## src/sv/glt_pkg.sv

```systemverilog
// shared types and constants for the grid line tile walker
package glt_pkg;

    localparam int MAX_TILES = 64;
    localparam int REM_W     = $clog2(MAX_TILES);
    localparam int COORD_W   = 24;
    localparam int TILE_W    = 16;
    localparam int DELTA_W   = 24;
    localparam int FRAC_W    = 9;
    localparam int PROD_W    = FRAC_W + DELTA_W;
    localparam int CROSS_W   = 48;

    // step mode of a run
    localparam logic [1:0] MODE_ROW  = 2'd0;
    localparam logic [1:0] MODE_COL  = 2'd1;
    localparam logic [1:0] MODE_DIAG = 2'd2;

    typedef struct packed {
        logic [COORD_W-1:0] end_y;
        logic [COORD_W-1:0] end_x;
        logic [COORD_W-1:0] start_y;
        logic [COORD_W-1:0] start_x;
    } seg_t;

    typedef struct packed {
        logic [TILE_W-1:0]  tile_x;
        logic [TILE_W-1:0]  tile_y;
        logic               neg_x;
        logic               neg_y;
        logic [DELTA_W-1:0] mdx;
        logic [DELTA_W-1:0] mdy;
        logic [FRAC_W-1:0]  fx;
        logic [FRAC_W-1:0]  fy;
        logic [REM_W-1:0]   remaining;
        logic               trunc;
        logic [1:0]         mode;
    } setup_t;

endpackage

```

## src/sv/glt_setup.sv

```systemverilog
// start tile, direction, deltas, first boundary distances and run length of a segment
module glt_setup (
    input  glt_pkg::seg_t   seg,
    output glt_pkg::setup_t setup
);

    logic signed [glt_pkg::COORD_W:0]  dx;
    logic signed [glt_pkg::COORD_W:0]  dy;
    logic [glt_pkg::TILE_W-1:0]        tx;
    logic [glt_pkg::TILE_W-1:0]        ty;
    logic [glt_pkg::TILE_W-1:0]        etx;
    logic [glt_pkg::TILE_W-1:0]        ety;
    logic signed [glt_pkg::TILE_W:0]   dtx;
    logic signed [glt_pkg::TILE_W:0]   dty;
    logic [glt_pkg::TILE_W-1:0]        adtx;
    logic [glt_pkg::TILE_W-1:0]        adty;
    logic [glt_pkg::TILE_W:0]          span;
    logic                              trunc;

    // segment deltas in fraction units
    assign dx = $signed({seg.end_x[glt_pkg::COORD_W-1], seg.end_x})
              - $signed({seg.start_x[glt_pkg::COORD_W-1], seg.start_x});
    assign dy = $signed({seg.end_y[glt_pkg::COORD_W-1], seg.end_y})
              - $signed({seg.start_y[glt_pkg::COORD_W-1], seg.start_y});

    // floor to tile is the upper bits
    assign tx  = seg.start_x[glt_pkg::COORD_W-1:8];
    assign ty  = seg.start_y[glt_pkg::COORD_W-1:8];
    assign etx = seg.end_x[glt_pkg::COORD_W-1:8];
    assign ety = seg.end_y[glt_pkg::COORD_W-1:8];

    // tile distance per axis
    assign dtx  = $signed({etx[glt_pkg::TILE_W-1], etx}) - $signed({tx[glt_pkg::TILE_W-1], tx});
    assign dty  = $signed({ety[glt_pkg::TILE_W-1], ety}) - $signed({ty[glt_pkg::TILE_W-1], ty});
    assign adtx = dtx[glt_pkg::TILE_W] ? glt_pkg::TILE_W'(-dtx) : dtx[glt_pkg::TILE_W-1:0];
    assign adty = dty[glt_pkg::TILE_W] ? glt_pkg::TILE_W'(-dty) : dty[glt_pkg::TILE_W-1:0];

    // tiles after the first one
    assign span  = {1'b0, adtx} + {1'b0, adty};
    assign trunc = span >= (glt_pkg::TILE_W+1)'(glt_pkg::MAX_TILES);

    always_comb begin
        setup.tile_x    = tx;
        setup.tile_y    = ty;
        setup.neg_x     = dx[glt_pkg::COORD_W];
        setup.neg_y     = dy[glt_pkg::COORD_W];
        setup.mdx       = dx[glt_pkg::COORD_W] ? glt_pkg::DELTA_W'(-dx)
                                               : dx[glt_pkg::DELTA_W-1:0];
        setup.mdy       = dy[glt_pkg::COORD_W] ? glt_pkg::DELTA_W'(-dy)
                                               : dy[glt_pkg::DELTA_W-1:0];
        // distance to first boundary: back to the tile floor or up to the next one
        setup.fx        = dx[glt_pkg::COORD_W] ? {1'b0, seg.start_x[7:0]}
                                               : 9'd256 - {1'b0, seg.start_x[7:0]};
        setup.fy        = dy[glt_pkg::COORD_W] ? {1'b0, seg.start_y[7:0]}
                                               : 9'd256 - {1'b0, seg.start_y[7:0]};
        setup.trunc     = trunc;
        setup.remaining = trunc ? glt_pkg::REM_W'(glt_pkg::MAX_TILES - 1)
                                : span[glt_pkg::REM_W-1:0];
        if (ty == ety) begin
            setup.mode = glt_pkg::MODE_ROW;
        end else if (tx == etx) begin
            setup.mode = glt_pkg::MODE_COL;
        end else begin
            setup.mode = glt_pkg::MODE_DIAG;
        end
    end

endmodule

```

## src/sv/glt_mul.sv

```systemverilog
// shared multiplier for the two cross products of the first boundary distances
module glt_mul (
    input  logic [glt_pkg::FRAC_W-1:0]  a,
    input  logic [glt_pkg::DELTA_W-1:0] b,
    output logic [glt_pkg::PROD_W-1:0]  p
);

    // unsigned 9 x 24 product
    assign p = glt_pkg::PROD_W'(a) * glt_pkg::PROD_W'(b);

endmodule

```

## src/sv/grid_line_tile_walker.sv

```systemverilog
// top level of the grid line tile walker
// Takes one segment per input beat on s_axis and emits, on m_axis, one beat
// per grid tile that the segment crosses, 4-connected, start tile first.
// s_axis_tdata carries start_x, start_y, end_x, end_y (24-bit signed, 8
// fraction bits each). m_axis_tdata carries tile_x and tile_y (16-bit
// signed), m_axis_tlast marks the final tile and m_axis_tuser[0] is set on
// every tile of a run cut at 64 tiles.
// After an input beat is taken, the PREP state computes the start tile, deltas
// and run length, then one shared 9 x 24 multiplier forms the two cross products
// in the MULX and MULY states. The walk then steps one tile per cycle, unless a
// stall on m_axis_tready holds it, through one shared compare and 48-bit add.
// s_axis_tready is high only between runs; it rises while the final tile may
// still wait in the output register.
// A stall on m_axis_tready holds the walk with the tile in the output register.
// Synchronous active-low reset returns to idle and drops m_axis_tvalid.
module grid_line_tile_walker (
    input  logic        aclk,
    input  logic        aresetn,
    input  logic        s_axis_tvalid,
    output logic        s_axis_tready,
    input  logic [95:0] s_axis_tdata,  // start_x, start_y, end_x, end_y
    output logic        m_axis_tvalid,
    input  logic        m_axis_tready,
    output logic [31:0] m_axis_tdata,  // tile_x, tile_y
    output logic        m_axis_tlast,
    output logic [0:0]  m_axis_tuser   // truncated
);

    localparam logic [2:0] S_IDLE = 3'd0;
    localparam logic [2:0] S_PREP = 3'd1;
    localparam logic [2:0] S_MULX = 3'd2;
    localparam logic [2:0] S_MULY = 3'd3;
    localparam logic [2:0] S_WALK = 3'd4;

    logic [2:0]                        state_reg;
    glt_pkg::seg_t                     seg_reg;
    glt_pkg::setup_t                   setup_comb;
    glt_pkg::setup_t                   setup_reg;
    logic [glt_pkg::TILE_W-1:0]        cur_x_reg;
    logic [glt_pkg::TILE_W-1:0]        cur_y_reg;
    logic [glt_pkg::REM_W-1:0]         rem_reg;
    logic [glt_pkg::CROSS_W-1:0]       ncx_reg;
    logic [glt_pkg::CROSS_W-1:0]       ncy_reg;
    logic [glt_pkg::FRAC_W-1:0]        mul_a;
    logic [glt_pkg::DELTA_W-1:0]       mul_b;
    logic [glt_pkg::PROD_W-1:0]        mul_p;
    logic                              pick_x;
    logic [glt_pkg::CROSS_W-1:0]       cross_sum;
    logic                              emit;
    logic                              m_valid_reg;
    logic [glt_pkg::TILE_W-1:0]        out_x_reg;
    logic [glt_pkg::TILE_W-1:0]        out_y_reg;
    logic                              out_last_reg;
    logic                              out_trunc_reg;

    assign s_axis_tready = (state_reg == S_IDLE);

    glt_setup u_setup (
        .seg   (seg_reg),
        .setup (setup_comb)
    );

    // one multiplier serves both cross products
    assign mul_a = (state_reg == S_MULX) ? setup_reg.fx  : setup_reg.fy;
    assign mul_b = (state_reg == S_MULX) ? setup_reg.mdy : setup_reg.mdx;

    glt_mul u_mul (
        .a (mul_a),
        .b (mul_b),
        .p (mul_p)
    );

    // shared compare and add: nearer x crossing steps x, a tie steps y
    assign pick_x    = ncx_reg < ncy_reg;
    assign cross_sum = (pick_x ? ncx_reg : ncy_reg)
                     + glt_pkg::CROSS_W'({(pick_x ? setup_reg.mdy : setup_reg.mdx), 8'd0});

    assign emit = (state_reg == S_WALK) && (!m_valid_reg || m_axis_tready);

    // sequencer
    always_ff @(posedge aclk) begin
        if (!aresetn) begin
            state_reg <= S_IDLE;
        end else begin
            unique case (state_reg)
                S_IDLE: begin
                    if (s_axis_tvalid) begin
                        state_reg <= S_PREP;
                    end
                end
                S_PREP: state_reg <= S_MULX;
                S_MULX: state_reg <= S_MULY;
                S_MULY: state_reg <= S_WALK;
                S_WALK: begin
                    if (emit && rem_reg == '0) begin
                        state_reg <= S_IDLE;
                    end
                end
                default: state_reg <= S_IDLE;
            endcase
        end
    end

    // walk datapath
    always_ff @(posedge aclk) begin
        if (s_axis_tvalid && s_axis_tready) begin
            seg_reg <= s_axis_tdata;
        end
        if (state_reg == S_PREP) begin
            setup_reg <= setup_comb;
            cur_x_reg <= setup_comb.tile_x;
            cur_y_reg <= setup_comb.tile_y;
            rem_reg   <= setup_comb.remaining;
        end
        if (state_reg == S_MULX) begin
            ncx_reg <= glt_pkg::CROSS_W'(mul_p);
        end
        if (state_reg == S_MULY) begin
            ncy_reg <= glt_pkg::CROSS_W'(mul_p);
        end
        if (emit && rem_reg != '0) begin
            rem_reg <= rem_reg - glt_pkg::REM_W'(1);
            case (setup_reg.mode)
                glt_pkg::MODE_ROW: begin
                    cur_x_reg <= setup_reg.neg_x ? cur_x_reg - glt_pkg::TILE_W'(1)
                                                 : cur_x_reg + glt_pkg::TILE_W'(1);
                end
                glt_pkg::MODE_COL: begin
                    cur_y_reg <= setup_reg.neg_y ? cur_y_reg - glt_pkg::TILE_W'(1)
                                                 : cur_y_reg + glt_pkg::TILE_W'(1);
                end
                default: begin
                    if (pick_x) begin
                        cur_x_reg <= setup_reg.neg_x ? cur_x_reg - glt_pkg::TILE_W'(1)
                                                     : cur_x_reg + glt_pkg::TILE_W'(1);
                        ncx_reg   <= cross_sum;
                    end else begin
                        cur_y_reg <= setup_reg.neg_y ? cur_y_reg - glt_pkg::TILE_W'(1)
                                                     : cur_y_reg + glt_pkg::TILE_W'(1);
                        ncy_reg   <= cross_sum;
                    end
                end
            endcase
        end
    end

    // output register
    always_ff @(posedge aclk) begin
        if (!aresetn) begin
            m_valid_reg <= 1'b0;
        end else if (emit) begin
            m_valid_reg <= 1'b1;
        end else if (m_axis_tready) begin
            m_valid_reg <= 1'b0;
        end
    end

    always_ff @(posedge aclk) begin
        if (emit) begin
            out_x_reg     <= cur_x_reg;
            out_y_reg     <= cur_y_reg;
            out_last_reg  <= (rem_reg == '0);
            out_trunc_reg <= setup_reg.trunc;
        end
    end

    assign m_axis_tvalid = m_valid_reg;
    assign m_axis_tdata  = {out_y_reg, out_x_reg};
    assign m_axis_tlast  = out_last_reg;
    assign m_axis_tuser  = out_trunc_reg;

endmodule

```

## config.mk

```make
export PLATFORM = sky130hd
export DESIGN_NAME = grid_line_tile_walker
export DESIGN_NICKNAME = d
export VERILOG_FILES = /design/src/sv/glt_pkg.sv /design/src/sv/glt_setup.sv /design/src/sv/glt_mul.sv /design/src/sv/grid_line_tile_walker.sv
export SDC_FILE = /design/constraint.sdc
export NUM_CORES = 1
export LEC_CHECK = 0
export BUFFER_PORTS_ARGS = -buffer_cell sky130_fd_sc_hd__buf_2
export CELL_PAD_IN_SITES_DETAIL_PLACEMENT = 0
export CELL_PAD_IN_SITES_GLOBAL_PLACEMENT = 2
export CORE_ASPECT_RATIO = 0.6
export CORE_UTILIZATION = 30
export CTS_BUF_LIST = sky130_fd_sc_hd__clkbuf_2 sky130_fd_sc_hd__clkbuf_4 sky130_fd_sc_hd__clkbuf_8
export DETAILED_ROUTE_END_ITERATION = 6
export GPL_TIMING_DRIVEN = 0
export HOLD_SLACK_MARGIN = 0.08
export PLACE_DENSITY_LB_ADDON = 0.1
export SLEW_MARGIN = 10
export SYNTH_ARGS = -nofsm -noshare
export SYNTH_HDL_FRONTEND = slang
export SYNTH_HIERARCHICAL = 1
export SYNTH_SLANG_ARGS = --single-unit
```

## constraint.sdc

```tcl
create_clock -name aclk -period 13.4 [get_ports aclk]
set_input_delay 2.68 -clock aclk [delete_from_list [all_inputs] [get_ports aclk]]
set_output_delay 2.68 -clock aclk [all_outputs]
set_load 0.03 [all_outputs]
```

==> impl_metrics.csv <==
group,metric,value,unit
setup_path,r2r_start,"state_reg[0]",
yosys,synth.ff_latch_count,339,
timing,setup_tns,0,ns
placed_design,numPortBuffers,135,
yosys,synth_common_cells,"nand2_1 (436), inv_1 (298), ha_1 (226)",
timing,holdWs,0.438,ns
clock_tree,clockBufferDepth,3,
placed_design,dpl.hpwl,95.4,mm
yosys,synth_cell_types,108,
yosys,synth_top_cell_by_area,"edfxtp_1",
yosys,yosys_warnings,6,
timing,slew_headroom,4.74,%
clock_tree,clkTransAtPathRegs,0.07,ns
clock_tree,postCtsResizedCells,0,
yosys,ys_seq_area_share,28.8,%
setup_path,path_max_fanout,10,
yosys,yosys.area.top_type_share,20.2,%
setup_path,r2r_setup_slack,4.50,ns
detailed_routing,vias,26702,
floorplanning,die_x,415,um
placed_design,place_congestion,0.911,
floorplanning,num_io_pins,136,
detailed_routing,vias_per_cell,5.33,
yosys,synthArstFlopShare,0,%
clock_tree,h-tree-depth,2,
global_routing,grt_max_degree,54,
global_routing,grt_use_total,22.3,%
timing,period_needed,8.90,ns
worst_hold_path,min_from,"setup_reg[2]",
timing,max_slew.worst_pin.slew,1.42,ns
layout,layout.nets,4112,
timing,timing_hold_violations_final,0,
clock_tree,clock_latency,0.76,ns
detailed_routing,drc_errors,0,
worst_hold_path,hp-class,"flop to flop",
setup_path,worstSetupStartpointType,"flop",
detailed_routing,antenna_left,0,
worst_hold_path,min_to,"m_axis_tuser",
timing,fmax,0.112,GHz
detailed_routing,drt_wl_total,117,mm
clock_tree,root_buffer,"clkbuf_8",
setup_path,rr_worst_depth,24,
layout,fill_cells,10507,
yosys,syn-cell-area,30700,um^2
clock_tree,numCtsBuffers,61,
floorplanning,rows,90,
layout,syn_to_final_growth,12.1,%
layout,largest_reg_flops,96,
setup_path,required,14.08,ns
detailed_routing,first_pass_iters,7,
setup_path,crit_path_end_kind,"flop",
floorplanning,fp.dieH,250,um
timing,grt_setup_unrepaired,"false",
timing,finalSetupViolCount,0,
yosys,synth_edf_count,207,
global_routing,grt_pass1_wl,173,mm
detailed_routing,drt-initial-drc-count,2468,
clock_tree,cts_setup_buffers,0,
global_routing,grt_pass1_vias,25355,
yosys,yosysMostFrequentCell,"nand2_1",
setup_path,crit_arrival,9.57,ns
yosys,ys_top_cells_by_area,"edfxtp_1 (20%), fa_1 (11%), ha_1 (9.2%)",
timing,final-max-slew-violation-count,0,
clock_tree,ctsHoldBuffers,0,
yosys,syn_nets,3910,
layout,utilization,34.1,%
layout,drive_gt1_share,12.9,%
clock_tree,cts_sinks,339,
yosys,syn_avg_cell_area,8.98,um^2
clock_tree,cts_tree,"built",
setup_path,reg2reg_to,"ncy_reg[32]",
floorplanning,die_area,104000,um^2
global_routing,grt_overflow,0,
worst_hold_path,hold_depth,0,
yosys,syn_inst,3421,
floorplanning,start_util,30.4,%
global_routing,antenna_found_initial,4,
detailed_routing,wl_per_cell,23.4,um
outcome,status,"finished, final reports clean",
timing,clock_skew,0.0712,ns
setup_path,critPathKind,"flop to flop",
floorplanning,coreArea,101000,um^2
yosys,yosys_most_used_dff,"edfxtp_1",
timing,min_period_over_period,66.4,%
job,maxCapViolations,0,
## stage by stage
step                      cell area [um^2]  setup slack [ns]  std cells
final                                34400              4.50       5009
after global routing                 34400              3.98       5008
after CTS                            34400              4.45       5007
after detailed placement             33200              4.44       4894
after global placement               33100              4.26       4890
after floorplan                      30700              7.17       3421
## how the worst max path moves through the flow
stage	startpoint	endpoint	cells past startpoint
global route	state_reg[0]	ncy_reg[31]	26
CTS	state_reg[0]	ncy_reg[31]	25
floorplan	state_reg[0]	ncy_reg[28]	24
finish	state_reg[0]	ncy_reg[32]	24
detailed placement	state_reg[0]	ncy_reg[31]	25
global placement	m_axis_tready	ncy_reg[33]	9
## layout by cell type, fill, tap and decap left out, types with 33 or more instances in the layout
cell type	instances
edfxtp_1	207
o21ai_0	177
xnor2_1	143
buf_2	165
nor2_1	148
and2_1	107
dfxtp_1	132
a211oi_1	55
a31oi_1	33
a21oi_1	214
buf_4	42
a21o_1	74
clkbuf_8	65
nand4_1	53
clkbuf_1	97
inv_1	298
xor2_1	67
mux2_2	77
o21a_1	37
ha_1	226
nand3_1	70
fa_1	163
nor2b_1	44
nand2_1	436
nor3_1	48
## critical path, stage by stage, from the launching register on
cell and delay [ns]:
dfxtp_1 0.30, clkbuf_1 0.17, nor3b_1 0.75, clkbuf_1 0.61
buf_1 0.86, mux2_2 0.45, clkbuf_1 0.55, nand2_1 0.21
fa_1 0.56, fa_1 0.52, fa_1 0.51, fa_1 0.65
inv_1 0.07, ha_1 0.29, buf_2 0.21, a21oi_1 0.13
o21ai_0 0.29, a21oi_1 0.11, o21ba_2 0.25, o31ai_4 0.08
a311oi_2 0.15, xnor2_1 0.68, mux2_2 0.28, nand2_1 0.05
o21ai_0 0.09
## metal layers
layer / GRT usage [%] / vias to the layer above / wire [um]
met5: 0 / - / 0
met4: 3.09 / 0 / 1300
met3: 4.32 / 88 / 8190
met2: 27.4 / 844 / 41600
met1: 38.2 / 13291 / 66300
li1: - / 12479 / -
## logic make-up (layout without fill, tap and decap cells)
logic type / Yosys count / after routing / synth area share [%]
xor gates and xnor gates: 210 / 210 / 5.99
buffers and inverters: 479 / 731 / 6.54
muxes: 109 / 109 / 3.88
other: 0 / 2 / 0
AOI/OAI and AO/OA: 814 / 814 / 17.5
DFF: 339 / 339 / 28.8
and+or+nand+nor: 1081 / 1081 / 17.4
adders and majority gates: 389 / 389 / 19.8
## area by class of cell
cell class	instances	area [um^2]	share of cell area, %
multi-input cells	2603	19900	57.7
flip-flops and latches	339	8860	25.7
well taps	1334	1670	4.85
inverters	299	1120	3.26
clock buffers	79	993	2.89
plain buffers	180	892	2.59
repair buffers	139	758	2.20
clock inverters	34	274	0.796
diodes	2	5.00	0.0145
Power is not shown: default switching activity piles up to over one toggle a cycle in this logic, so the estimate is an artifact.
